===== src/rtl/ptaq_pkg.sv =====
`default_nettype none
package ptaq_pkg;

  localparam int NUM_TASKS_DEF  = 64;
  localparam int NUM_LEVELS_DEF = 4;
  localparam int CMDQ_DEPTH     = 2;

  typedef enum logic [1:0] {
    OP_ADD    = 2'd0,
    OP_FINISH = 2'd1,
    OP_CANCEL = 2'd2,
    OP_RSVD   = 2'd3
  } op_e;

  typedef enum logic [2:0] {
    EV_ADDED      = 3'd0,
    EV_TO_RUN     = 3'd1,
    EV_OUT_READY  = 3'd2,
    EV_OUT_RUN    = 3'd3,
    EV_CANCEL_REQ = 3'd4,
    EV_REJECT     = 3'd5
  } ev_e;

  typedef enum logic [1:0] {
    LOC_FREE  = 2'd0,
    LOC_READY = 2'd1,
    LOC_RUN   = 2'd2
  } loc_e;

  typedef enum logic [1:0] {
    CMD_ADD,
    CMD_FINISH,
    CMD_CANCEL,
    CMD_REJECT
  } cmd_e;

  typedef enum logic [2:0] {
    S_CLEAR,
    S_IDLE,
    S_DECIDE,
    S_LINK,
    S_EMIT,
    S_BAL0,
    S_BAL1
  } state_e;

  typedef logic [6:0] cfg_t;

  typedef struct packed {
    logic [1:0] operation;
    logic [5:0] task_id;
    logic [1:0] task_priority;
  } item_t;

  typedef struct packed {
    logic [2:0] event_res;
    logic [5:0] event_task;
    logic [6:0] ready_count;
    logic [6:0] run_count;
    logic       last;
  } result_t;

  typedef struct packed {
    cmd_e       kind;
    logic [5:0] task_id;
    logic [1:0] task_priority;
  } cmd_t;

endpackage
`default_nettype wire


===== src/rtl/ptaq_cmd_fifo.sv =====
`default_nettype none
module ptaq_cmd_fifo import ptaq_pkg::*; (
  input  wire logic clk_i,
  input  wire logic rst_ni,
  input  cmd_t      push_data_i,
  input  wire logic push_valid_i,
  output logic      push_ready_o,
  output cmd_t      pop_data_o,
  output logic      pop_valid_o,
  input  wire logic pop_i
);

  localparam int PW = (CMDQ_DEPTH > 1) ? $clog2(CMDQ_DEPTH) : 1;
  localparam int CW = $clog2(CMDQ_DEPTH + 1);

  cmd_t          mem_q [CMDQ_DEPTH];
  logic [PW-1:0] wr_q, rd_q;
  logic [CW-1:0] cnt_q;
  logic          push, pop;

  assign push_ready_o = cnt_q != CW'(CMDQ_DEPTH);
  assign pop_valid_o  = cnt_q != '0;
  assign pop_data_o   = mem_q[rd_q];
  assign push         = push_valid_i && push_ready_o;
  assign pop          = pop_i && pop_valid_o;

  always_ff @(posedge clk_i or negedge rst_ni) begin
    if (!rst_ni) begin
      wr_q  <= '0;
      rd_q  <= '0;
      cnt_q <= '0;
    end else begin
      if (push) begin
        wr_q <= (wr_q == PW'(CMDQ_DEPTH - 1)) ? '0 : wr_q + 1'b1;
      end
      if (pop) begin
        rd_q <= (rd_q == PW'(CMDQ_DEPTH - 1)) ? '0 : rd_q + 1'b1;
      end
      if (push && !pop) begin
        cnt_q <= cnt_q + 1'b1;
      end else if (pop && !push) begin
        cnt_q <= cnt_q - 1'b1;
      end
    end
  end

  always_ff @(posedge clk_i) begin
    if (push) begin
      mem_q[wr_q] <= push_data_i;
    end
  end

endmodule
`default_nettype wire


===== config.mk =====
export PLATFORM = sky130hd
export DESIGN_NAME = ptaq_cmd_fifo
export DESIGN_NICKNAME = d
export VERILOG_FILES = /design/src/rtl/ptaq_pkg.sv /design/src/rtl/ptaq_cmd_fifo.sv
export SDC_FILE = /design/constraint.sdc
export NUM_CORES = 1
export LEC_CHECK = 0
export ABC_CLOCK_PERIOD_IN_PS = 2300
export BUFFER_PORTS_ARGS = -buffer_cell sky130_fd_sc_hd__clkbuf_2
export CAP_MARGIN = 20
export CORE_MARGIN = 5
export CORE_UTILIZATION = 53
export DETAILED_ROUTE_END_ITERATION = 6
export PLACE_DENSITY = 0.81
export SLEW_MARGIN = 5
export SYNTH_ARGS = -nofsm -noshare
export SYNTH_HDL_FRONTEND = slang
export SYNTH_SLANG_ARGS = --single-unit

===== constraint.sdc =====
create_clock -name clk_i -period 2.3 [get_ports clk_i]
set_input_delay 0.575 -clock clk_i [delete_from_list [all_inputs] [get_ports clk_i]]
set_output_delay 0.575 -clock clk_i [all_outputs]
set_load 0.05 [all_outputs]

# --- Yosys cells after proc, flatten, opt, wreduce, memory -nomap -nowiden ---
# Memory sizes are Yosys's and may differ from the RTL's.
# Cells that the tools add are included.
word_totals:
  regBits: 4
  mem_bits_rw: 20
  output_inout_bits: 12
  wordCells: 23
  input_bits: 14
  memories: 1
classes:
  n_eq_ne: 1
  add_sub_neg: 4
  mux: 6
  n_reduce_logical: 8
mem_list:
  columns: ["name", "words", "width", "rd", "rd_clocked_by_memory_dff", "write_ports", "line", "text"]
  rows:
  - ["mem_q", 2, 10, 1, 0, 1, "ptaq_cmd_fifo.sv:16", "cmd_t mem_q [CMDQ_DEPTH];"]
ops:
  columns: ["op", "n"]
  rows:
  - ["logical AND 1 bit", 4]
  - ["two-way mux 1 bit", 4]
  - ["two-way mux 2 bit", 2]
  - ["nonzero test 2 bit", 2]
  - ["adder 1 bit (second input constant)", 2]
  - ["adder 2 x 1 -> 2 bit (second input constant)", 1]
  - ["zero test 1 bit", 2]
  - ["inequality test 2 bit (second input constant)", 1]
  - ["subtractor 2 x 1 -> 2 bit (second input constant)", 1]

# --- Longest topological paths before layout ---
# Gate-level depths: netlist of run 1.
depth:
  word_depth: 6
  ltp_mapped: 7
  mapped_depth_nobuf: 7

# --- Worst setup path after synthesis of run 1 ---
# OpenSTA, ideal clock, no wires.
synth_timing:
  kind: "register -> register"
  from: "register cnt_q[0]"
  to: "memory mem_q[0][0] (netlist name) (enable)"
  t_required_ps: 1924
  period_less_slack_ps: 1590
  arrival_ps: 1214
  path_slack_ps: 710
  stages_incl_launch_ff: 4
  cell_sequence: "dfrtp_1 -> nand2b_4 -> nand2_1 -> nor2_1"
synth_between:
  elab_chain_cells: 4
synth_lines:
  columns: ["element", "line", "text"]
  rows:
  - ["start: declaration", "ptaq_cmd_fifo.sv:18", "logic [CW-1:0] cnt_q;"]
  - ["start signal: assignment", "ptaq_cmd_fifo.sv:40", "cnt_q <= cnt_q + 1'b1;"]
  - ["start signal: assignment", "ptaq_cmd_fifo.sv:42", "cnt_q <= cnt_q - 1'b1;"]
  - ["inequality test 2 bit", "ptaq_cmd_fifo.sv:21", "assign push_ready_o = cnt_q != CW'(CMDQ_DEPTH);"]
  - ["named net push_ready_o", "ptaq_cmd_fifo.sv:7", "output logic push_ready_o,"]
  - ["logical AND 1 bit", "ptaq_cmd_fifo.sv:24", "assign push = push_valid_i && push_ready_o;"]
  - ["two-way mux 1 bit", "ptaq_cmd_fifo.sv:48", "if (push) begin"]
  - ["two-way mux 1 bit (not written as such)", "ptaq_cmd_fifo.sv:49", "mem_q[wr_q] <= push_data_i;"]
  - ["end: declaration", "ptaq_cmd_fifo.sv:16", null]
# The timed path passes the listed nets, and every way through them passes these cells.

==> results.json, run 1 <==
{
  "status": "completed",
  "fmax_mhz": 465.1,
  "finalCriticalPeriod_ns": 2.150,
  "drive_gt1_share_pct": 55.13,
  "path_cells": "mux2_2 -> clkbuf_2",
  "gp_congestion": 0.6895,
  "tightestPinTransition_ns": 0.4745,
  "power_density_nw_per_um2": 1483,
  "crit_path_max_fanout": 11,
  "syn2layout_area_growth_pct": 20.67,
  "ys_types": 14,
  "rsz0062_at_grt": "false",
  "htreeDepth": 1,
  "start_kind": "register",
  "first_global_vias": 536,
  "clock_sinks": 24,
  "power_leakage_uw": 0.0004620,
  "avgSynthCellArea_um2": 19.02,
  "slowest_delay_ns": 0.64,
  "worstSkewPairLatency_ns": 0.30,
  "hold_viol": 0,
  "grt_util_all_layers_pct": 12.56,
  "nets": 94,
  "cpLargestDelayFamily": "flip-flops",
  "drt_iter0_drc": 5,
  "vias_per_cell": 4.777,
  "overflow": 0,
  "wirelength_mm": 1.501,
  "cts_root_buffer": "clkbuf_4",
  "finClkSkew_ns": 0.003007,
  "vias": 492,
  "crit_slowest_cell": "dfrtp_1",
  "final_cell_mix": "clkbuf_2 (25), edfxtp_1 (20), mux2_2 (10)",
  "fin_total_pwr_uw": 1668,
  "postCtsSetupRepairBufs": 0,
  "fin_setup_tns_ns": 0,
  "die_w_um": 51.94,
  "drv_cap": 0,
  "ir_drop_mv": 0.8336,
  "antenna_left": 0,
  "multi_input_area_um2": 220.2,
  "ys_warn_count": 0,
  "cp.required_ns": 1.73,
  "antenna_found_initial": 0,
  "drc": 0,
  "tritoncts": "built",
  "final_common_cell": "clkbuf_2",
  "final_area_um2": 1125,
  "grt_max_degree": 14,
  "worstPathArrival_ns": 1.57,
  "ys_seq_area_share_pct": 75.17,
  "hp-class": "in2async",
  "endpoint_kind": "output pin",
  "worst-setup-path-type": "reg2out",
  "cts_resized": 0,
  "rrSetupSlack_ns": 0.74,
  "setup_viol": 0,
  "finalCritPeriodShare_pct": 93.47,
  "reg2reg_depth": 4,
  "wire_per_inst_um": 14.57,
  "row_count": 15,
  "antenna_cells": 0,
  "drv_slew": 0,
  "start_util_pct": 54.58,
  "n_fill_cell": 136,
  "cts_buffer_depth": 2,
  "netlist_area_um2": 932.1,
  "core_um2": 1708,
  "placed_area_um2": 1089,
  "dp_hpwl_mm": 1.099,
  "path_clk_slew_ns": 0.12,
  "dr.pass1.iters": 3,
  "cts_made_buffers": 3,
  "synthesis.nets": 64,
  "cp.depth": 2,
  "ios": 26,
  "regArea_um2": 700.7,
  "ys_ff_latch": 24,
  "fp.dieH_um": 51.94,
  "die-area_um2": 2697,
  "ctsHoldBuffers": 0,
  "grt_pass1_wl_mm": 2.311,
  "synthCells": 49,
  "worst-path-buf-inv": 1,
  "relSlewSlack_pct": 68.36,
  "portBuffers": 25
}
per-stage QoR:
stage / worst slack (ns) / util [%] / instances / hold WS, ns
final: 0.1501 / 65.86 / 103 / 0.04947
after global routing: 0.06303 / 65.86 / 103 / 0.02503
after detailed placement: 0.4788 / 63.74 / 99 / 0.3872
after floorplan: 0.7103 / - / 49 / 0.2794
after CTS: 0.1123 / 65.86 / 103 / 0.03715
after global placement: 0.4825 / 63.74 / 99 / 0.3897
per-layer routing:
layer	up-vias	global-route usage, %	share of wire (%)
met4	0	7.860	0
met5	-	0	0
li1	236	-	-
met1	242	12.93	37
met2	14	21.97	57
met3	0	3.725	5.9
synthesized netlist by cell type, drive strengths merged:
| cell | number | area share, % |
|---|---|---|
| edfxtp | 20 | 64 |
| mux2 | 10 | 12 |
| dfrtp | 4 | 11 |
| xnor2 | 3 | 2.8 |
| nand2 | 2 | 1.6 |
| nor2 | 2 | 0.81 |
| xor2 | 2 | 1.9 |
| and3 | 1 | 0.67 |
| buf | 1 | 0.81 |
| ha | 1 | 1.3 |
| inv | 1 | 0.40 |
| nand2b | 1 | 1.5 |
| or2 | 1 | 0.94 |
worst paths after layout:
kind,from,endpoint
setup / recovery,rd_q,pop_data_o[2]
hold / removal,rst_ni,cnt_q[0]
setup reg to reg,cnt_q[0],mem_q[0][8]
hold reg to reg,wr_q,wr_q
max in group asynchronous,rst_ni,cnt_q[1]
min in group clk_i,push_data_i[4],mem_q[1][4]
state kept, by name, summed over array words and instances (netlist names):
name and count:
wr_q 1, cnt_q 2, mem_q 20, rd_q 1
report_power, final:
group	leakage (uW)	switching, uW	internal, uW
sequential	0.000232	86.0	605
clock	0.0000210	117	96.6
combinational	0.000209	518	246
total	0.000462	721	947
final cells by class:
type | count | area share (%)
flip-flops and latches | 24 | 62.29
multi-input cells | 23 | 19.58
repair buffers | 26 | 11.79
clock buffers | 4 | 3.226
well taps | 25 | 2.781
inverters | 1 | 0.3337
cell families (layout without fill, tap and decap cells):
family                   after synthesis  count (layout)  share of synthesized area (%)
flip-flops                            24              24                          75.17
adder cells (fa/ha/maj)                1               1                          1.342
XOR/XNOR                               5               5                          4.699
AND/OR/NAND/NOR                        7               7                          5.503
multiplexers                          10              10                          12.08
buffers and inverters                  2              31                          1.208
(Power assumes the default switching activity.)
==> run 2, diff against run 1 <==
ABC_AREA = 1   (was not set)
PLACE_DENSITY = 0.8   (was 0.81)
==> results.json, run 2 <==
{
  "largest_reg_flops": 20,
  "tritoncts": "built",
  "hold_viol": 0,
  "portBuffers": 25,
  "ys_seq_area_share_pct": 71.89,
  "drc": 0,
  "synthesis.nets": 96,
  "finalCriticalPeriod_ns": 1.982,
  "postCtsSetupRepairBufs": 0,
  "synthMuxAreaShare_pct": 0,
  "vias": 636,
  "ys.flop_type": "edfxtp_1",
  "antenna_found_initial": 0,
  "final_cell_mix": "nand2_1 (36), clkbuf_2 (25), edfxtp_1 (20)",
  "row_count": 15,
  "tightestPinTransition_ns": 0.3134,
  "htreeDepth": 1,
  "yosys.area_share.simple_pct": 19.90,
  "gp_congestion": 0.6346,
  "overflow": 0,
  "synth-xor-area-share_pct": 2.567,
  "cpLargestDelayFamily": "buffers and inverters",
  "ios": 26,
  "wirelength_mm": 1.637,
  "power_density_nw_per_um2": 1505,
  "grt_pass1_wl_mm": 2.904,
  "finalCritPeriodShare_pct": 86.18,
  "largest_registers": "mem_q (20), cnt_q (2)",
  "cts_buffer_depth": 2,
  "clock_sinks": 24,
  "relSlewSlack_pct": 79.08,
  "finClkSkew_ns": 0.008667,
  "wire_per_inst_um": 12.04,
  "setup_ws_ns": 0.3179,
  "yosys.area.top_type": "edfxtp_1",
  "top_register": "mem_q",
  "ys_types": 15,
  "cts_resized": 0,
  "drive_gt1_share_pct": 34.23,
  "ctsHoldBuffers": 0,
  "netlist_area_um2": 974.7,
  "avgSynthCellArea_um2": 12.03,
  "worst-setup-path-type": "reg2out",
  "start_util_pct": 55.84,
  "ir_drop_mv": 0.8658,
  "drt_iter0_drc": 10,
  "crit_top_cell": "nand2_1",
  "die_w_um": 52.89,
  "path_cells": "inv_1 -> nand2_1 -> nand2_1 -> clkbuf_2",
  "worstSkewPairLatency_ns": 0.31,
  "crit_slowest_cell": "dfrtp_1",
  "status": "completed",
  "antenna_cells": 0,
  "yosysMostFrequentCell": "nand2_1",
  "core_um2": 1745,
  "synth_area_leaders": "edfxtp_1 (62%), nand2_1 (14%), dfrtp_1 (10%)",
  "synth_compound_area_share_pct": 0,
  "dr.pass1.iters": 4,
  "synth_common_cells": "nand2_1 (36), edfxtp_1 (20), inv_1 (5), dfrtp_1 (4)",
  "place_ws_ns": 0.6553,
  "hp-class": "in2async",
  "fin_total_pwr_uw": 1751,
  "power_leakage_uw": 0.0005503,
  "synth_fa_ha_area_share_pct": 1.284,
  "endpoint_kind": "output pin",
  "path_clk_slew_ns": 0.13,
  "synth-edff-count": 20,
  "die-area_um2": 2797,
  "worst-path-buf-inv": 2,
  "worstPathArrival_ns": 1.41,
  "cts_made_buffers": 3,
  "cts_root_buffer": "clkbuf_4",
  "ys_ff_latch": 24,
  "async_flop_share_pct": 16.67,
  "fin_setup_tns_ns": 0,
  "grt_util_all_layers_pct": 14.72,
  "setup_viol": 0,
  "n_fill_cell": 140,
  "post-synth-top-area-fraction_pct": 61.62,
  "final_common_cell": "nand2_1",
  "vias_per_cell": 4.676,
  "crit_path_max_fanout": 11,
  "fmax_mhz": 504.5,
  "drv_slew": 0,
  "whs_ns": 0.03833,
  "grt_max_degree": 14,
  "cp.required_ns": 1.73,
  "slowest_delay_ns": 0.40,
  "first_global_vias": 686,
  "antenna_left": 0,
  "fp.dieH_um": 52.89,
  "syn2layout_area_growth_pct": 19.38,
  "start_kind": "register",
  "nets": 127,
  "dp_hpwl_mm": 1.208,
  "drv_cap": 0,
  "ys_warn_count": 0,
  "synth_top_family_by_area": "simple AND/OR/NAND/NOR gates",
  "synthCells": 81,
  "rsz0062_at_grt": "false"
}
==> run 2: changes by cell type in the layout (fill, tap and decap cells not counted), moves of 2 or more <==
cell,before,now
nand2_1,1,36
nand3_1,0,2
xnor2_1,3,1
inv_2,0,2
inv_1,1,5
buf_4,1,3
xor2_1,2,0
mux2_2,10,0
nand2_2,0,2
==> run 2: kinds of logic (layout without fill, tap and decap cells) <==
family	after synthesis	count (layout)
DFF	24	24
xor gates and xnor gates	2	2
adders and majority gates	1	1
buffers and inverters	9	39
and+or+nand+nor	45	45
==> run 2: stage by stage <==
stage | instances | utilization [%] | area, um2
finish | 136 | 66.67 | 1164
global route | 136 | 66.67 | 1164
CTS | 136 | 66.67 | 1164
detailed placement | 132 | 65.16 | 1137
global placement | 132 | 65.16 | 1137
floorplan | 81 | - | 974.7
==> run 2: final timing paths <==
kind | from | endpoint | slack (ns) | cells after the start
setup / recovery | rd_q | pop_data_o[0] | 0.32 | 4
hold / removal | rst_ni | cnt_q[1] | 0.04 | 1
setup reg to reg | cnt_q[0] | cnt_q[1] | 0.91 | 9
hold reg to reg | cnt_q[0] | cnt_q[0] | 0.53 | 1
max in group asynchronous | rst_ni | wr_q | 2.14 | 1
min in group clk_i | push_data_i[9] | mem_q[0][9] | 0.44 | 1
==> run 2: layer usage <==
layer	track usage [%]	part of all wire [%]	wire length, um
met5	0	0	0
met4	6.809	0.92	15
met2	25.00	49	805
met3	3.944	6.0	99
met1	17.20	44	716
==> run 2: worst register-to-register path, stage by stage, from the launching register on <==
cell and delay (ns):
dfrtp_1 0.44, inv_2 0.11, nand2_4 0.06, nand2_4 0.08, inv_1 0.05, ha_1 0.31, inv_1 0.08, nand3_1 0.07
nand2_1 0.06, nand2_1 0.04
==> run 2: final cells by class <==
cell class              count  area [um2]  area share (%)
repair buffers             28       147.6           12.69
flip-flops and latches     24       700.7           60.21
clock buffers               3       22.52           1.935
inverters                   7       26.28           2.258
multi-input cells          48       231.5           19.89
well taps                  25       31.28           2.688
clock inverters             1       3.754          0.3226
==> run 2: where the power goes <==
group          internal, uW  switching, uW  leakage [uW]
combinational           217            696      0.000301
sequential              603           49.8      0.000234
clock                  63.5            122     0.0000154
total                   883            868      0.000550
==> run 3, diff against run 2 <==
BUFFER_PORTS_ARGS = -buffer_cell sky130_fd_sc_hd__buf_2   (was -buffer_cell sky130_fd_sc_hd__clkbuf_2)
==> results.json, run 3 (synthesized netlist as in run 2, its figures left out) <==
{
  "status": "completed",
  "ir_drop_mv": 0.8670,
  "ctsHoldBuffers": 0,
  "cts_root_buffer": "clkbuf_4",
  "crit_top_cell": "nand2_1",
  "dr.pass1.iters": 4,
  "crit_path_max_fanout": 11,
  "core_um2": 1745,
  "crit_slowest_cell": "dfrtp_1",
  "final_common_cell": "nand2_1",
  "gp_congestion": 0.6361,
  "grt_max_degree": 14,
  "power_leakage_uw": 0.0005451,
  "clock_sinks": 24,
  "portBuffers": 25,
  "vias": 623,
  "cp.required_ns": 1.73,
  "relSlewSlack_pct": 78.36,
  "antenna_found_initial": 0,
  "htreeDepth": 1,
  "row_count": 15,
  "final_core_util_pct": 66.67,
  "syn2layout_area_growth_pct": 19.38,
  "die-area_um2": 2797,
  "drv_cap": 0,
  "top_register": "mem_q",
  "drv_slew": 0,
  "largest_registers": "mem_q (20), cnt_q (2)",
  "cts_buffer_depth": 2,
  "finalCriticalPeriod_ns": 1.951,
  "wire_per_inst_um": 12.49,
  "start_kind": "register",
  "worstSkewPairLatency_ns": 0.30,
  "final_cell_mix": "nand2_1 (36), buf_2 (25), edfxtp_1 (20)",
  "setup_viol": 0,
  "grt_pass1_wl_mm": 2.753,
  "hp-class": "in2async",
  "tightestPinTransition_ns": 0.3242,
  "cts_resized": 0,
  "drc": 0,
  "first_global_vias": 650,
  "fin_setup_tns_ns": 0,
  "hold_viol": 0,
  "wirelength_mm": 1.698,
  "antenna_cells": 0,
  "drive_gt1_share_pct": 34.23,
  "cts_made_buffers": 3,
  "worstPathArrival_ns": 1.38,
  "postCtsSetupRepairBufs": 0,
  "fmax_mhz": 512.5,
  "vias_per_cell": 4.581,
  "worst-setup-path-type": "reg2out",
  "finalCritPeriodShare_pct": 84.83,
  "fp.dieH_um": 52.89,
  "path_cells": "inv_1 -> nand2_1 -> nand2_1 -> buf_2",
  "largest_reg_flops": 20,
  "antenna_left": 0,
  "finClkSkew_ns": 0.003201,
  "overflow": 0,
  "start_util_pct": 55.84,
  "slowest_delay_ns": 0.39,
  "n_fill_cell": 140,
  "dp_hpwl_mm": 1.322,
  "endpoint_kind": "output pin",
  "tritoncts": "built",
  "power_density_nw_per_um2": 1501,
  "ios": 26,
  "nets": 127,
  "die_w_um": 52.89,
  "rsz0062_at_grt": "false",
  "drt_iter0_drc": 9,
  "grt_util_all_layers_pct": 14.08,
  "path_clk_slew_ns": 0.12
}
## run 3: cell count changes in the layout (fill, tap and decap cells not counted), sizes merged
| cell | delta |
|---|---|
| buf | +25 |
| clkbuf | -25 |
## run 3: stage by stage
stage,hold WS [ns],cell area [um2],total power (uW),std cells,worst slack (ns)
detailed placement,0.3855,1137,1592,132,0.6843
global placement,0.3844,1137,1562,132,0.7005
finish,0.04760,1164,1746,136,0.3488
global route,0.01862,1164,1864,136,0.2309
floorplan,0.2794,974.7,1380,81,0.7196
CTS,0.03661,1164,1769,136,0.3287
## run 3: final cells by class
cell class	instances	area (um2)	share of cell area, %
sequential	24	700.7	60.21
clock inverter	1	3.754	0.3226
inverter	7	26.28	2.258
tap	25	31.28	2.688
timing repair buffer	28	147.6	12.69
clock buffer	3	22.52	1.935
multi-input combinational	48	231.5	19.89
## run 3: report_power, final
part	total, uW	switching [uW]	internal, uW	leakage (uW)
registers	651	48.1	603	0.000234
clock network	177	114	63.3	0.0000154
logic	918	697	221	0.000296
## run 3: layer usage
metal  track usage [%]  routed length (um)  vias to the layer above
li1                  -                   -                      319
met1             15.04                 649                      284
met2             26.86                 942                       20
met3             5.352                 107                        0
met4             1.277                   0                        0
met5                 0                   0                        -
## run 3: final timing paths
check | from | endpoint | slack, ns | cells past startpoint
setup / recovery | rd_q | pop_data_o[5] | 0.35 | 4
hold / removal | rst_ni | cnt_q[1] | 0.05 | 1
setup reg to reg | cnt_q[0] | cnt_q[1] | 0.90 | 9
hold reg to reg | cnt_q[0] | cnt_q[0] | 0.52 | 1
max in group asynchronous | rst_ni | wr_q | 2.13 | 1
min in group clk_i | push_data_i[1] | mem_q[1][1] | 0.45 | 1
## run 3: worst max-delay path: cells and delay by family, from the launching register on
family | cells | cell delay (ns)
buffers and inverters | 2 | 0.51
flip-flops | 1 | 0.39
AND/OR/NAND/NOR | 2 | 0.16
