[src/rtl/ptaq_pkg.sv]
`default_nettype none
package ptaq_pkg;

  localparam int NUM_TASKS_DEF  = 64;
  localparam int NUM_LEVELS_DEF = 4;
  localparam int CMDQ_DEPTH     = 2;

  typedef enum logic [1:0] {
    OP_ADD    = 2'd0,
    OP_FINISH = 2'd1,
    OP_CANCEL = 2'd2,
    OP_RSVD   = 2'd3
  } op_e;

  typedef enum logic [2:0] {
    EV_ADDED      = 3'd0,
    EV_TO_RUN     = 3'd1,
    EV_OUT_READY  = 3'd2,
    EV_OUT_RUN    = 3'd3,
    EV_CANCEL_REQ = 3'd4,
    EV_REJECT     = 3'd5
  } ev_e;

  typedef enum logic [1:0] {
    LOC_FREE  = 2'd0,
    LOC_READY = 2'd1,
    LOC_RUN   = 2'd2
  } loc_e;

  typedef enum logic [1:0] {
    CMD_ADD,
    CMD_FINISH,
    CMD_CANCEL,
    CMD_REJECT
  } cmd_e;

  typedef enum logic [2:0] {
    S_CLEAR,
    S_IDLE,
    S_DECIDE,
    S_LINK,
    S_EMIT,
    S_BAL0,
    S_BAL1
  } state_e;

  typedef logic [6:0] cfg_t;

  typedef struct packed {
    logic [1:0] operation;
    logic [5:0] task_id;
    logic [1:0] task_priority;
  } item_t;

  typedef struct packed {
    logic [2:0] event_res;
    logic [5:0] event_task;
    logic [6:0] ready_count;
    logic [6:0] run_count;
    logic       last;
  } result_t;

  typedef struct packed {
    cmd_e       kind;
    logic [5:0] task_id;
    logic [1:0] task_priority;
  } cmd_t;

endpackage
`default_nettype wire

[src/rtl/ptaq_stream_if.sv]
`default_nettype none
interface ptaq_stream_if #(parameter type T = logic);
  logic valid;
  logic ready;
  T     data;

  modport source (output valid, output data, input ready);
  modport sink (input valid, input data, output ready);
endinterface
`default_nettype wire

[src/rtl/ptaq_back.sv]
`default_nettype none
module ptaq_back import ptaq_pkg::*; #(
  parameter int NUM_TASKS  = NUM_TASKS_DEF,
  parameter int NUM_LEVELS = NUM_LEVELS_DEF
) (
  input  wire logic     clk_i,
  input  wire logic     rst_ni,
  ptaq_stream_if.sink   cfg_i,
  input  cmd_t          cmd_i,
  input  wire logic     cmd_valid_i,
  output logic          cmd_pop_o,
  output logic          clearing_o,
  ptaq_stream_if.source result_o
);

  localparam int TID_W = $clog2(NUM_TASKS);
  localparam int LVL_W = (NUM_LEVELS > 1) ? $clog2(NUM_LEVELS) : 1;
  localparam int CNT_W = $clog2(NUM_TASKS + 1);

  state_e             state_q, state_d;
  logic [TID_W-1:0]   clr_q, clr_d;
  cmd_t               cmd_q, cmd_d;
  ev_e                ev_q, ev_d;
  logic [5:0]         evt_q, evt_d;
  logic               bal_q, bal_d;
  logic [LVL_W-1:0]   blv_q, blv_d;
  logic [TID_W-1:0]   bt_q, bt_d;
  cfg_t               max_q;
  logic [CNT_W-1:0]   ready_q, ready_d, run_q, run_d;
  logic [TID_W-1:0]   head_q [NUM_LEVELS];
  logic [TID_W-1:0]   head_d [NUM_LEVELS];
  logic [TID_W-1:0]   tail_q [NUM_LEVELS];
  logic [TID_W-1:0]   tail_d [NUM_LEVELS];
  logic [CNT_W-1:0]   cnt_q [NUM_LEVELS];
  logic [CNT_W-1:0]   cnt_d [NUM_LEVELS];
  logic               out_v_q, out_v_d;
  result_t            out_q, out_d;

  loc_e               loc_mem [NUM_TASKS];
  logic [LVL_W-1:0]   lvl_mem [NUM_TASKS];
  logic [TID_W-1:0]   nxt_mem [NUM_TASKS];
  logic [TID_W-1:0]   prv_mem [NUM_TASKS];
  loc_e               loc_rd_q;
  logic [LVL_W-1:0]   lvl_rd_q;
  logic [TID_W-1:0]   nxt_rd_q, prv_rd_q;

  logic [TID_W-1:0]   rd_addr, tid;
  logic               loc_we, lvl_we, nxt_we, prv_we;
  logic [TID_W-1:0]   loc_wa, nxt_wa, nxt_wd, prv_wa, prv_wd;
  loc_e               loc_wd;
  logic [LVL_W-1:0]   lv_sel, enc;
  logic               bal_ok, do_unlink, is_head, is_tail;
  logic [TID_W-1:0]   ut;

  assign tid        = TID_W'(cmd_q.task_id);
  assign clearing_o = state_q == S_CLEAR;
  assign cfg_i.ready = 1'b1;
  assign result_o.valid = out_v_q;
  assign result_o.data  = out_q;

  assign bal_ok = (ready_q != '0) && ((max_q == '0) || (32'(run_q) < 32'(max_q)));

  // highest nonempty level wins
  always_comb begin
    enc = '0;
    for (int l = 0; l < NUM_LEVELS; l++) begin
      if (cnt_q[l] != '0) begin
        enc = LVL_W'(l);
      end
    end
  end

  always_comb begin
    unique case (state_q)
      S_DECIDE: lv_sel = (cmd_q.kind == CMD_ADD) ? LVL_W'(cmd_q.task_priority) : lvl_rd_q;
      S_BAL0:   lv_sel = enc;
      default:  lv_sel = blv_q;
    endcase
  end

  assign ut      = (state_q == S_BAL1) ? bt_q : tid;
  assign is_head = head_q[lv_sel] == ut;
  assign is_tail = tail_q[lv_sel] == ut;

  always_comb begin
    state_d   = state_q;
    clr_d     = clr_q;
    cmd_d     = cmd_q;
    ev_d      = ev_q;
    evt_d     = evt_q;
    bal_d     = bal_q;
    blv_d     = blv_q;
    bt_d      = bt_q;
    ready_d   = ready_q;
    run_d     = run_q;
    head_d    = head_q;
    tail_d    = tail_q;
    cnt_d     = cnt_q;
    out_v_d   = out_v_q && !result_o.ready;
    out_d     = out_q;
    cmd_pop_o = 1'b0;
    rd_addr   = tid;
    loc_we    = 1'b0;
    loc_wa    = tid;
    loc_wd    = LOC_FREE;
    lvl_we    = 1'b0;
    nxt_we    = 1'b0;
    nxt_wa    = tid;
    nxt_wd    = tid;
    prv_we    = 1'b0;
    prv_wa    = tid;
    prv_wd    = tid;
    do_unlink = 1'b0;

    unique case (state_q)
      S_CLEAR: begin
        loc_we = 1'b1;
        loc_wa = clr_q;
        clr_d  = clr_q + 1'b1;
        if (clr_q == TID_W'(NUM_TASKS - 1)) begin
          state_d = S_IDLE;
        end
      end
      S_IDLE: begin
        rd_addr = TID_W'(cmd_i.task_id);
        if (cmd_valid_i) begin
          cmd_pop_o = 1'b1;
          cmd_d     = cmd_i;
          state_d   = S_DECIDE;
        end
      end
      S_DECIDE: begin
        evt_d   = cmd_q.task_id;
        bal_d   = 1'b0;
        ev_d    = EV_REJECT;
        state_d = S_EMIT;
        unique case (cmd_q.kind)
          CMD_ADD: begin
            if (loc_rd_q == LOC_FREE) begin
              ev_d           = EV_ADDED;
              bal_d          = 1'b1;
              loc_we         = 1'b1;
              loc_wd         = LOC_READY;
              lvl_we         = 1'b1;
              tail_d[lv_sel] = tid;
              cnt_d[lv_sel]  = cnt_q[lv_sel] + 1'b1;
              ready_d        = ready_q + 1'b1;
              prv_we         = 1'b1;
              if (cnt_q[lv_sel] == '0) begin
                head_d[lv_sel] = tid;
              end else begin
                prv_wd = tail_q[lv_sel];
                nxt_we = 1'b1;
                nxt_wa = tail_q[lv_sel];
              end
              state_d = S_LINK;
            end
          end
          CMD_FINISH: begin
            if (loc_rd_q == LOC_RUN) begin
              ev_d   = EV_OUT_RUN;
              bal_d  = 1'b1;
              loc_we = 1'b1;
              if (run_q != '0) begin
                run_d = run_q - 1'b1;
              end
            end
          end
          CMD_CANCEL: begin
            if (loc_rd_q == LOC_READY) begin
              ev_d      = EV_OUT_READY;
              loc_we    = 1'b1;
              do_unlink = 1'b1;
            end else if (loc_rd_q == LOC_RUN) begin
              ev_d = EV_CANCEL_REQ;
            end
          end
          default: ;
        endcase
      end
      S_LINK: begin
        // new tail points at itself
        nxt_we  = 1'b1;
        state_d = S_EMIT;
      end
      S_EMIT: begin
        if (!out_v_q || result_o.ready) begin
          out_v_d           = 1'b1;
          out_d.event_res   = ev_q;
          out_d.event_task  = evt_q;
          out_d.ready_count = 7'(ready_q);
          out_d.run_count   = 7'(run_q);
          out_d.last        = !(bal_q && bal_ok);
          state_d           = (bal_q && bal_ok) ? S_BAL0 : S_IDLE;
        end
      end
      S_BAL0: begin
        blv_d   = lv_sel;
        bt_d    = head_q[lv_sel];
        rd_addr = head_q[lv_sel];
        state_d = S_BAL1;
      end
      S_BAL1: begin
        do_unlink = 1'b1;
        loc_we    = 1'b1;
        loc_wa    = bt_q;
        loc_wd    = LOC_RUN;
        run_d     = run_q + 1'b1;
        ev_d      = EV_TO_RUN;
        evt_d     = 6'(bt_q);
        bal_d     = 1'b0;
        state_d   = S_EMIT;
      end
      default: state_d = S_IDLE;
    endcase

    // unlink ut from level lv_sel using its registered links
    if (do_unlink) begin
      ready_d = ready_q - 1'b1;
      if (is_head) begin
        head_d[lv_sel] = nxt_rd_q;
      end else begin
        nxt_we = 1'b1;
        nxt_wa = prv_rd_q;
        nxt_wd = is_tail ? prv_rd_q : nxt_rd_q;
      end
      if (is_tail) begin
        tail_d[lv_sel] = prv_rd_q;
      end else begin
        prv_we = 1'b1;
        prv_wa = nxt_rd_q;
        prv_wd = is_head ? nxt_rd_q : prv_rd_q;
      end
      if (cnt_q[lv_sel] != '0) begin
        cnt_d[lv_sel] = cnt_q[lv_sel] - 1'b1;
      end
    end
  end

  always_ff @(posedge clk_i or negedge rst_ni) begin
    if (!rst_ni) begin
      state_q <= S_CLEAR;
      clr_q   <= '0;
      max_q   <= '0;
      ready_q <= '0;
      run_q   <= '0;
      out_v_q <= 1'b0;
      for (int l = 0; l < NUM_LEVELS; l++) begin
        cnt_q[l] <= '0;
      end
    end else begin
      state_q <= state_d;
      clr_q   <= clr_d;
      ready_q <= ready_d;
      run_q   <= run_d;
      out_v_q <= out_v_d;
      cnt_q   <= cnt_d;
      if (cfg_i.valid) begin
        max_q <= cfg_i.data;
      end
    end
  end

  always_ff @(posedge clk_i) begin
    cmd_q  <= cmd_d;
    ev_q   <= ev_d;
    evt_q  <= evt_d;
    bal_q  <= bal_d;
    blv_q  <= blv_d;
    bt_q   <= bt_d;
    head_q <= head_d;
    tail_q <= tail_d;
    out_q  <= out_d;
  end

  always_ff @(posedge clk_i) begin
    if (loc_we) begin
      loc_mem[loc_wa] <= loc_wd;
    end
    if (lvl_we) begin
      lvl_mem[tid] <= lv_sel;
    end
    if (nxt_we) begin
      nxt_mem[nxt_wa] <= nxt_wd;
    end
    if (prv_we) begin
      prv_mem[prv_wa] <= prv_wd;
    end
    loc_rd_q <= loc_mem[rd_addr];
    lvl_rd_q <= lvl_mem[rd_addr];
    nxt_rd_q <= nxt_mem[rd_addr];
    prv_rd_q <= prv_mem[rd_addr];
  end

  a_total: assert property (@(posedge clk_i) disable iff (!rst_ni)
    (32'(ready_q) + 32'(run_q)) <= NUM_TASKS)
    else $error("ready plus running exceeds task count");

  a_bal_seq: assert property (@(posedge clk_i) disable iff (!rst_ni)
    state_q == S_BAL1 |-> $past(state_q) == S_BAL0)
    else $error("admission step entered out of order");

  a_last: assert property (@(posedge clk_i) disable iff (!rst_ni)
    (out_v_q && !out_q.last) |->
      (out_q.event_res == EV_ADDED || out_q.event_res == EV_OUT_RUN))
    else $error("non-final result on an event that has no follow-up");

  a_clear: assert property (@(posedge clk_i) disable iff (!rst_ni)
    state_q == S_CLEAR |-> !cmd_pop_o)
    else $error("command taken during clearing sweep");

endmodule
`default_nettype wire
[src/flat_wrapper.sv]
// flat-port wrapper written by rule: the top's interface ports become plain ports
module ptaq_back_flat import ptaq_pkg::*;
#(
  parameter int NUM_TASKS  = NUM_TASKS_DEF,
  parameter int NUM_LEVELS = NUM_LEVELS_DEF
)
  (clk_i, rst_ni, cmd_i, cmd_valid_i, cmd_pop_o, clearing_o, cfg_i_valid, cfg_i_data, cfg_i_ready, result_o_valid, result_o_data, result_o_ready);
  ptaq_stream_if cfg_i_i ();
  ptaq_stream_if result_o_i ();
  input  wire logic clk_i;
  input  wire logic rst_ni;
  input  cmd_t cmd_i;
  input  wire logic cmd_valid_i;
  output logic cmd_pop_o;
  output logic clearing_o;
  input wire logic [$bits(cfg_i_i.valid)-1:0] cfg_i_valid;
  input wire logic [$bits(cfg_i_i.data)-1:0] cfg_i_data;
  output wire logic [$bits(cfg_i_i.ready)-1:0] cfg_i_ready;
  output wire logic [$bits(result_o_i.valid)-1:0] result_o_valid;
  output wire logic [$bits(result_o_i.data)-1:0] result_o_data;
  input wire logic [$bits(result_o_i.ready)-1:0] result_o_ready;
  assign cfg_i_i.valid = cfg_i_valid;
  assign cfg_i_i.data = cfg_i_data;
  assign cfg_i_ready = cfg_i_i.ready;
  assign result_o_valid = result_o_i.valid;
  assign result_o_data = result_o_i.data;
  assign result_o_i.ready = result_o_ready;
  ptaq_back #(.NUM_TASKS(NUM_TASKS), .NUM_LEVELS(NUM_LEVELS)) u_core (.clk_i(clk_i), .rst_ni(rst_ni), .cfg_i(cfg_i_i), .cmd_i(cmd_i), .cmd_valid_i(cmd_valid_i), .cmd_pop_o(cmd_pop_o), .clearing_o(clearing_o), .result_o(result_o_i));
endmodule
[config.mk]
export PLATFORM = sky130hd
export DESIGN_NAME = ptaq_back_flat
export DESIGN_NICKNAME = d
export VERILOG_FILES = /design/src/rtl/ptaq_pkg.sv /design/src/rtl/ptaq_stream_if.sv /design/src/rtl/ptaq_back.sv /design/src/flat_wrapper.sv
export SDC_FILE = /design/constraint.sdc
export NUM_CORES = 2
export LEC_CHECK = 0
export BUFFER_PORTS_ARGS = -buffer_cell sky130_fd_sc_hd__buf_2
export CAP_MARGIN = 25
export CORE_MARGIN = 2
export CORE_UTILIZATION = 24
export CTS_BUF_LIST = sky130_fd_sc_hd__clkbuf_4 sky130_fd_sc_hd__clkbuf_8 sky130_fd_sc_hd__clkbuf_16
export DETAILED_ROUTE_END_ITERATION = 7
export SYNTH_ARGS = -nofsm -noshare
export SYNTH_HDL_FRONTEND = slang
export SYNTH_SLANG_ARGS = --single-unit
[constraint.sdc]
create_clock -name clk_i -period 15.3 [get_ports clk_i]
set_input_delay 0 -clock clk_i [delete_from_list [all_inputs] [get_ports clk_i]]
set_output_delay 0 -clock clk_i [all_outputs]
set_load 0.02 [all_outputs]
After elaboration in Yosys (flattened, before gate mapping)
Memory sizes are Yosys's and may differ from the RTL's. A register that Yosys moved wholly into a read port is not among the register bits.
Index checks and enable logic that the tools add are counted.
{"block": "word_totals", "register_bits": 121, "inputBits": 16, "n_memories": 4, "wordCells": 196, "ramBits": 1024, "out_inout_bits": 5}
{"name": "u_core.nxt_mem", "depth": 64, "word_bits": 6, "rd": 1, "rd_clocked_by_memory_dff": 1, "wr": 1, "line": "ptaq_back.sv:41", "rtl": "logic [TID_W-1:0] nxt_mem [NUM_TASKS];"}
{"name": "u_core.prv_mem", "depth": 64, "word_bits": 6, "rd": 1, "rd_clocked_by_memory_dff": 1, "wr": 1, "line": "ptaq_back.sv:42", "rtl": "logic [TID_W-1:0] prv_mem [NUM_TASKS];"}
{"name": "u_core.loc_mem", "depth": 64, "word_bits": 2, "rd": 1, "rd_clocked_by_memory_dff": 1, "wr": 1, "line": "ptaq_back.sv:39", "rtl": "loc_e loc_mem [NUM_TASKS];"}
{"name": "u_core.lvl_mem", "depth": 64, "word_bits": 2, "rd": 1, "rd_clocked_by_memory_dff": 1, "wr": 1, "line": "ptaq_back.sv:40", "rtl": "logic [LVL_W-1:0] lvl_mem [NUM_TASKS];"}
{"block": "classes", "n_reduce_logical": 31, "muxes": 106, "bitwise_logic": 1, "magnitude_cmp": 3, "eq_ne": 19, "add_sub_neg": 7}
{"op": "$mux W24", "count": 11}
{"op": "$mux W28", "count": 5}
{"op": "$mux W6", "count": 20}
{"op": "$bwmux W24", "count": 4}
{"op": "$mux W7", "count": 10}
{"op": "$bwmux W28", "count": 2}
{"op": "$reduce_bool A7 Y1", "count": 6}
{"op": "$mux W1", "count": 27}
{"op": "$bmux W6 S2", "count": 2}
{"op": "$pmux W6 S2", "count": 2}
{"op": "$add A7 B1 Y7 const B", "count": 3}
{"op": "$sub A7 B1 Y7 const B", "count": 3}
{"op": "$mux W3", "count": 6}
{"op": "$pmux W3 S6", "count": 1}
{"op": "$bmux W7 S2", "count": 1}
{"op": "$demux W7 S2", "count": 1}
{"op": "$logic_not A7 Y1", "count": 2}
{"op": "$pmux W7 S2", "count": 1}
{"op": "$demux W6 S2", "count": 1}
{"op": "$eq A6 B6 Y1", "count": 2}
{"op": "$pmux W1 S2", "count": 5}
{"op": "$eq A3 B3 Y1 const B", "count": 3}
{"op": "$mux W2", "count": 4}
{"op": "$ne A2 B1 Y1 const B", "count": 4}
{"op": "23 further kinds", "count": 41}

Logic depth before layout (Yosys ltp)
{"block": "logic_depth", "depth_word": 18, "ltp_mapped": 20, "depth_no_buf": 17}

Worst setup path after synthesis
Ideal clock, no wire load.
{"block": "synth_timing", "path_type": "register to register", "startpoint": "register u_core.cnt_q[3] (netlist name)", "endpoint": "memory u_core.prv_mem[0][0] (netlist name) (data pin)", "path_stages_with_launch": 14, "setup_slack_ns": 8.906, "n_path_buf": 2, "arrival_time_ns": 5.692, "setup_ns": 0.702, "path_cell_list": "dfrtp_1 > or4_4 > or4_4 > a211oi_1 > o21a_1 > buf_6 > inv_2 > buf_6 > and3_1 > or3_1 > a22oi_1 > nand3_1 > mux2i_1 > o21ai_0"}
{"block": "synth_between", "elab_chain_cells": 14, "elab_cells_between_ends": 23}
{"item": "from (decl)", "line": "ptaq_back.sv:34", "rtl": "logic [CNT_W-1:0] cnt_q [NUM_LEVELS];"}
{"item": "from (signal assigned)", "line": "ptaq_back.sv:257", "rtl": "cnt_q <= cnt_d;"}
{"item": "$reduce_bool A7 Y1", "line": "ptaq_back.sv:67", "rtl": "if (cnt_q[l] != '0) begin"}
{"item": "$mux W2", "line": "ptaq_back.sv:67"}
{"item": "$pmux W2 S2", "line": "ptaq_back.sv:74", "rtl": "unique case (state_q)"}
{"item": "$not A2 Y3 (not written as such)"}
{"item": "$bmux W7 S2", "line": "ptaq_back.sv:149", "rtl": "if (cnt_q[lv_sel] == '0) begin"}
{"item": "$mux W7 (not written as such) (2 in series)", "line": "ptaq_back.sv:149"}
{"item": "$logic_not A7 Y1", "line": "ptaq_back.sv:149"}
{"item": "$mux W6", "line": "ptaq_back.sv:149"}
{"item": "$mux W6", "line": "ptaq_back.sv:139", "rtl": "if (loc_rd_q == LOC_FREE) begin"}
{"item": "$mux W6", "line": "ptaq_back.sv:137", "rtl": "unique case (cmd_q.kind)"}
{"item": "$mux W6", "line": "ptaq_back.sv:115", "rtl": "unique case (state_q)"}
{"item": "$mux W6", "line": "ptaq_back.sv:227", "rtl": "if (is_tail) begin"}
{"item": "$mux W6 (*)", "line": "ptaq_back.sv:218", "rtl": "if (do_unlink) begin"}
{"item": "named net u_core.prv_wd[0]", "line": "ptaq_back.sv:49", "rtl": "logic [TID_W-1:0] loc_wa, nxt_wa, nxt_wd, prv_wa, prv_wd;"}
{"item": "to (decl)", "line": "ptaq_back.sv:42"}
Mark *: on every way through the listed nets, which the timed path passes. The rest lies on a longest branch. The select of a mux whose other input is x is not followed.

Final worst setup path
{"block": "layout_timing", "startpoint": "register u_core.cnt_q[3] (netlist name)", "endpoint": "register u_core.prv_rd_q[4] (read register of u_core.prv_mem)"}
{"block": "layout_between", "elab_chain_cells": 8}
{"item": "$reduce_bool A7 Y1", "line": "ptaq_back.sv:67"}
{"item": "$mux W2", "line": "ptaq_back.sv:67"}
{"item": "$pmux W2 S2", "line": "ptaq_back.sv:74"}
{"item": "$not A2 Y3 (not written as such)", "line": "ptaq_back.sv:200", "rtl": "rd_addr = head_q[lv_sel];"}
{"item": "$bmux W6 S2", "line": "ptaq_back.sv:200"}
{"item": "$mux W6 (not written as such) (2 in series)", "line": "ptaq_back.sv:200"}
{"item": "$pmux W6 S2", "line": "ptaq_back.sv:115"}
{"item": "to (decl)", "line": "ptaq_back.sv:45", "rtl": "logic [TID_W-1:0] nxt_rd_q, prv_rd_q;"}
Every way passes these cells. The select of a mux whose other input is x is not followed.
A chain may end at the register's enable or synchronous reset.

==> summary.txt <==
Logic synthesis
  • Dominant cells by area after synthesis: edfxtp_1 (63%), nand3_1 (9.0%), nand2_1 (3.7%)
  • Seq cells post-synth: between 1,000 and 1,500
  • Synth Net Count: around 4,200
  • Synth area leader: edfxtp_1
  • Post-synth top flop: edfxtp_1
  • Sequential area share after synthesis: 67.9%
  • Average cell area after synthesis: 12.1 um2
  • Synthesis Warnings: 0
  • EDFF count, synth: ~1,000
  • Share of the synthesized area in the top cell type: 62.7%
  • Most frequent cell after synthesis: edfxtp_1
  • Post-Syn Area: roughly 50,000 um2
  • Post-synth top cells: edfxtp_1 (1,044), nand3_1 (896), nand2_1 (498), nor2_1 (383), clkbuf_1 (156)
  • Synth Instances: roughly 4,100
  • Cell variety after synth: 74
  • Asr flop ratio synth: under 10%

Critical path
  • Worst setup SP type: flop
  • R2R depth: 15
  • Setup crit end kind: flop
  • Critical R2R Launch: u_core.cnt_q[3]
  • CP max stage delay: 0.96 ns
  • R2R Setup Slk: ~7.7 ns
  • CP required: ~16 ns
  • Reg2reg end: u_core.prv_rd_q[4]
  • Crit path kind: flop to flop
  • Slowest stage cell on the critical path: nor4_1
  • Crit-path most repeated cell: buf_4
  • CP Cell Sequence: or4_4 -> or4_4 -> o21a_1 -> nor2_4 -> inv_2 -> buf_4 -> a2111o_1 -> nand2_4 -> buf_4 -> buf_4 -> mux2i_1 -> a221oi_1 -> nor4_1 -> a22oi_1 -> o211a_1
  • Crit path DAT: 8.30 ns
  • CP Max Fanout: just under 90

Route
  • Vias: between 30,000 and 40,000
  • Via/cell ratio: just under 5
  • DRT Wirelength: about 140,000 um
  • Detailed-route DRC error count: 0
  • Detailed Route Iter0 Violations: 4,015
  • Antenna Nets Post-Route: 0
  • DR pass1 iterations: 6
  • Drt wl/cell: between 15 and 20 um

Floorplan
  • Die H: approximately 460 um
  • Starting Density: approximately a quarter
  • DIE AREA: 212,000 um2
  • Ports: 21
  • Core Footprint: about 210,000 um2
  • Row cnt: between 150 and 200
  • Die Wd: between 400 and 500 um

Hold path
  • Hold endpoint: u_core.state_q[1]
  • Min-delay src: cmd_valid_i
  • Hold Crit Depth: 4
  • HP Class: primary input to flop

Clock tree
  • Skew-Pair Late Insertion Delay: roughly 0.76 ns
  • CTS Root Cell: clkbuf_16
  • CTS tree: done
  • Clock Sinks: 1,161
  • CTS Hold Bufs: 28
  • Post-CTS setup buffers: 0
  • CTS max path bufs: 3
  • CTS Buf Count: 120
  • H-tree depth: 3
  • Clk pin slew, worst setup/hold paths: 0.07 ns
  • Post_cts resized: 0

STA
  • Hold_ws: a little over 0.09 ns
  • Total Neg Setup Slack: 0 ns
  • Max_slew headroom: about 18%
  • Hold Violations, Final: 0
  • Minimum clock period: roughly 7.6 ns
  • Fin. max-slew vios: 0
  • Final period utilization: roughly half
  • Worst-margin pin slew: between 1 and 1.5 ns
  • Max Clock Freq: 0.131 GHz
  • Final worst clock skew: between 0.04 and 0.05 ns
  • Final WS setup: between 7 and 8 ns
  • RSZ-0062 raised after global routing: false
  • Final setup violation count: 0

Power
  • Static Leak: ~18 nW
  • Worst VDD drop: roughly 0.00013 V
  • P per Cell Area: approximately 140 nW/um2

Placed design
  • Placement Setup Slack: roughly 7.6 ns
  • DP HPWL: ~81,000 um
  • Port Buffers: 19
  • Final Wtd Congestion: between 0.8 and 0.9

Global routing
  • Tot GR Track Use: approximately 13%
  • Initial antenna violation count: 3
  • Vias in the first global route: ~33,000
  • GRT overflow: 0
  • Largest net degree at the start of global routing: about 230
  • First-pass GRT wire length: 208,000 um

Layout
  • Final core utilization: 27.7%
  • Layout cells sized above 1: under 10%
  • Area Growth Syn to Fin: 14.8%
  • Final net count: around 4,000

Run
  • Max capacitance violation total: 0

Outcome
  • Outcome: finished, final reports clean
-- where the power goes --
group | switching, mW | internal (mW)
clock | 1.26 | 1.69
sequential | 0.133 | 3.54
combinational | 0.993 | 0.377
total | 2.39 | 5.60
-- worst max-delay path: cells and delay by family, from the launching register on --
| family | cells | cell delay, ns |
|---|---|---|
| buffers and inverters | 4 | 2.41 |
| multiplexers | 1 | 0.31 |
| AO/OA/AOI/OAI | 5 | 1.58 |
| AND/OR/NAND/NOR | 5 | 2.67 |
| flip-flops | 1 | 0.43 |
-- per-stage QoR --
stage                     power, mW  instance area [um2]  cells
after detailed placement       5.08                53000   6703
after global placement         5.06                53000   6703
after CTS                      8.02                57300   6956
final                          7.99                57400   6965
after global routing           8.29                57400   6961
after floorplan                4.61                50000   4139
-- routing by layer --
metal | up-vias | GRT usage (%) | share of wire, %
met5 | - | 0 | 0
met4 | 0 | 3.78 | 2.3
met3 | 209 | 2.51 | 8.1
met2 | 1416 | 20.2 | 47
met1 | 17200 | 17.1 | 43
li1 | 15600 | - | -
-- layout by cell type (no fill, tap or decap), drive strengths merged, types with 13 or more instances in the layout --
cell type and count:
a41oi 91, a221oi 32, nor2 384, dfxtp 64, nor2b 13, a211oi 17, dlygate4sd3 28, mux2i 69
a21oi 84, buf 92, clkbuf 151, edfxtp 1044, o211a 16, nand2 498, a31oi 32, inv 26
nor3 21, xor2 13, and4 30, a41o 92, o21ai 70, and2 13, nor4 55, xnor2 14
ha 13, nand3 896, clkinv 58, a22oi 41, dfrtp 53, and3 30
-- worst max path at each step --
stage                      start  cells past startpoint                    to
2_1_floorplan    u_core.cnt_q[3]                     13  u_core.prv_mem[0][0]
3_3_place_gp   u_core.state_q[0]                     17    u_core.prv_rd_q[5]
3_5_place_dp   u_core.state_q[0]                     17    u_core.nxt_rd_q[3]
4_1_cts        u_core.state_q[0]                     17    u_core.nxt_rd_q[3]
5_1_grt          u_core.cnt_q[3]                     15    u_core.prv_rd_q[4]
6_report         u_core.cnt_q[3]                     15    u_core.prv_rd_q[4]
-- final cells by class --
class	instances	area, um2
clock buffers	151	3270
fillers	21200	150000
flip-flops and latches	1161	34000
diodes	5	12.5
multi-input cells	2641	14800
clock inverters	74	713
inverters	25	93.8
repair buffers	120	1010
well taps	2788	3490
-- registers in the layout (all words and copies together), names as in the netlist, 2 cells and up --
signal	flops
u_core.bt_q	6
u_core.loc_rd_q	2
u_core.tid	6
u_core.cnt_q	28
u_core.prv_mem	384
u_core.ready_q	7
u_core.clr_q	6
u_core.head_q	24
u_core.state_q	3
u_core.run_q	7
u_core.lvl_rd_q	2
u_core.loc_mem	128
u_core.lvl_mem	128
u_core.tail_q	24
u_core.nxt_rd_q	6
u_core.blv_q	2
u_core.prv_rd_q	6
u_core.cmd_q	4
u_core.nxt_mem	384
-- kinds of logic (layout without fill, tap and decap cells) --
| group | Yosys count | after routing | synth area share [%] |
|---|---|---|---|
| and+or+nand+nor | 1981 | 1981 | 18.3 |
| DFF | 1161 | 1161 | 67.9 |
| other | 1 | 6 | 0.00750 |
| adders and majority gates | 15 | 15 | 0.405 |
| buffers and inverters | 337 | 370 | 2.92 |
| xor gates and xnor gates | 27 | 27 | 0.473 |
| muxes | 79 | 79 | 1.61 |
| AOI/OAI and AO/OA | 538 | 538 | 8.36 |
(Power assumes the default switching activity.)
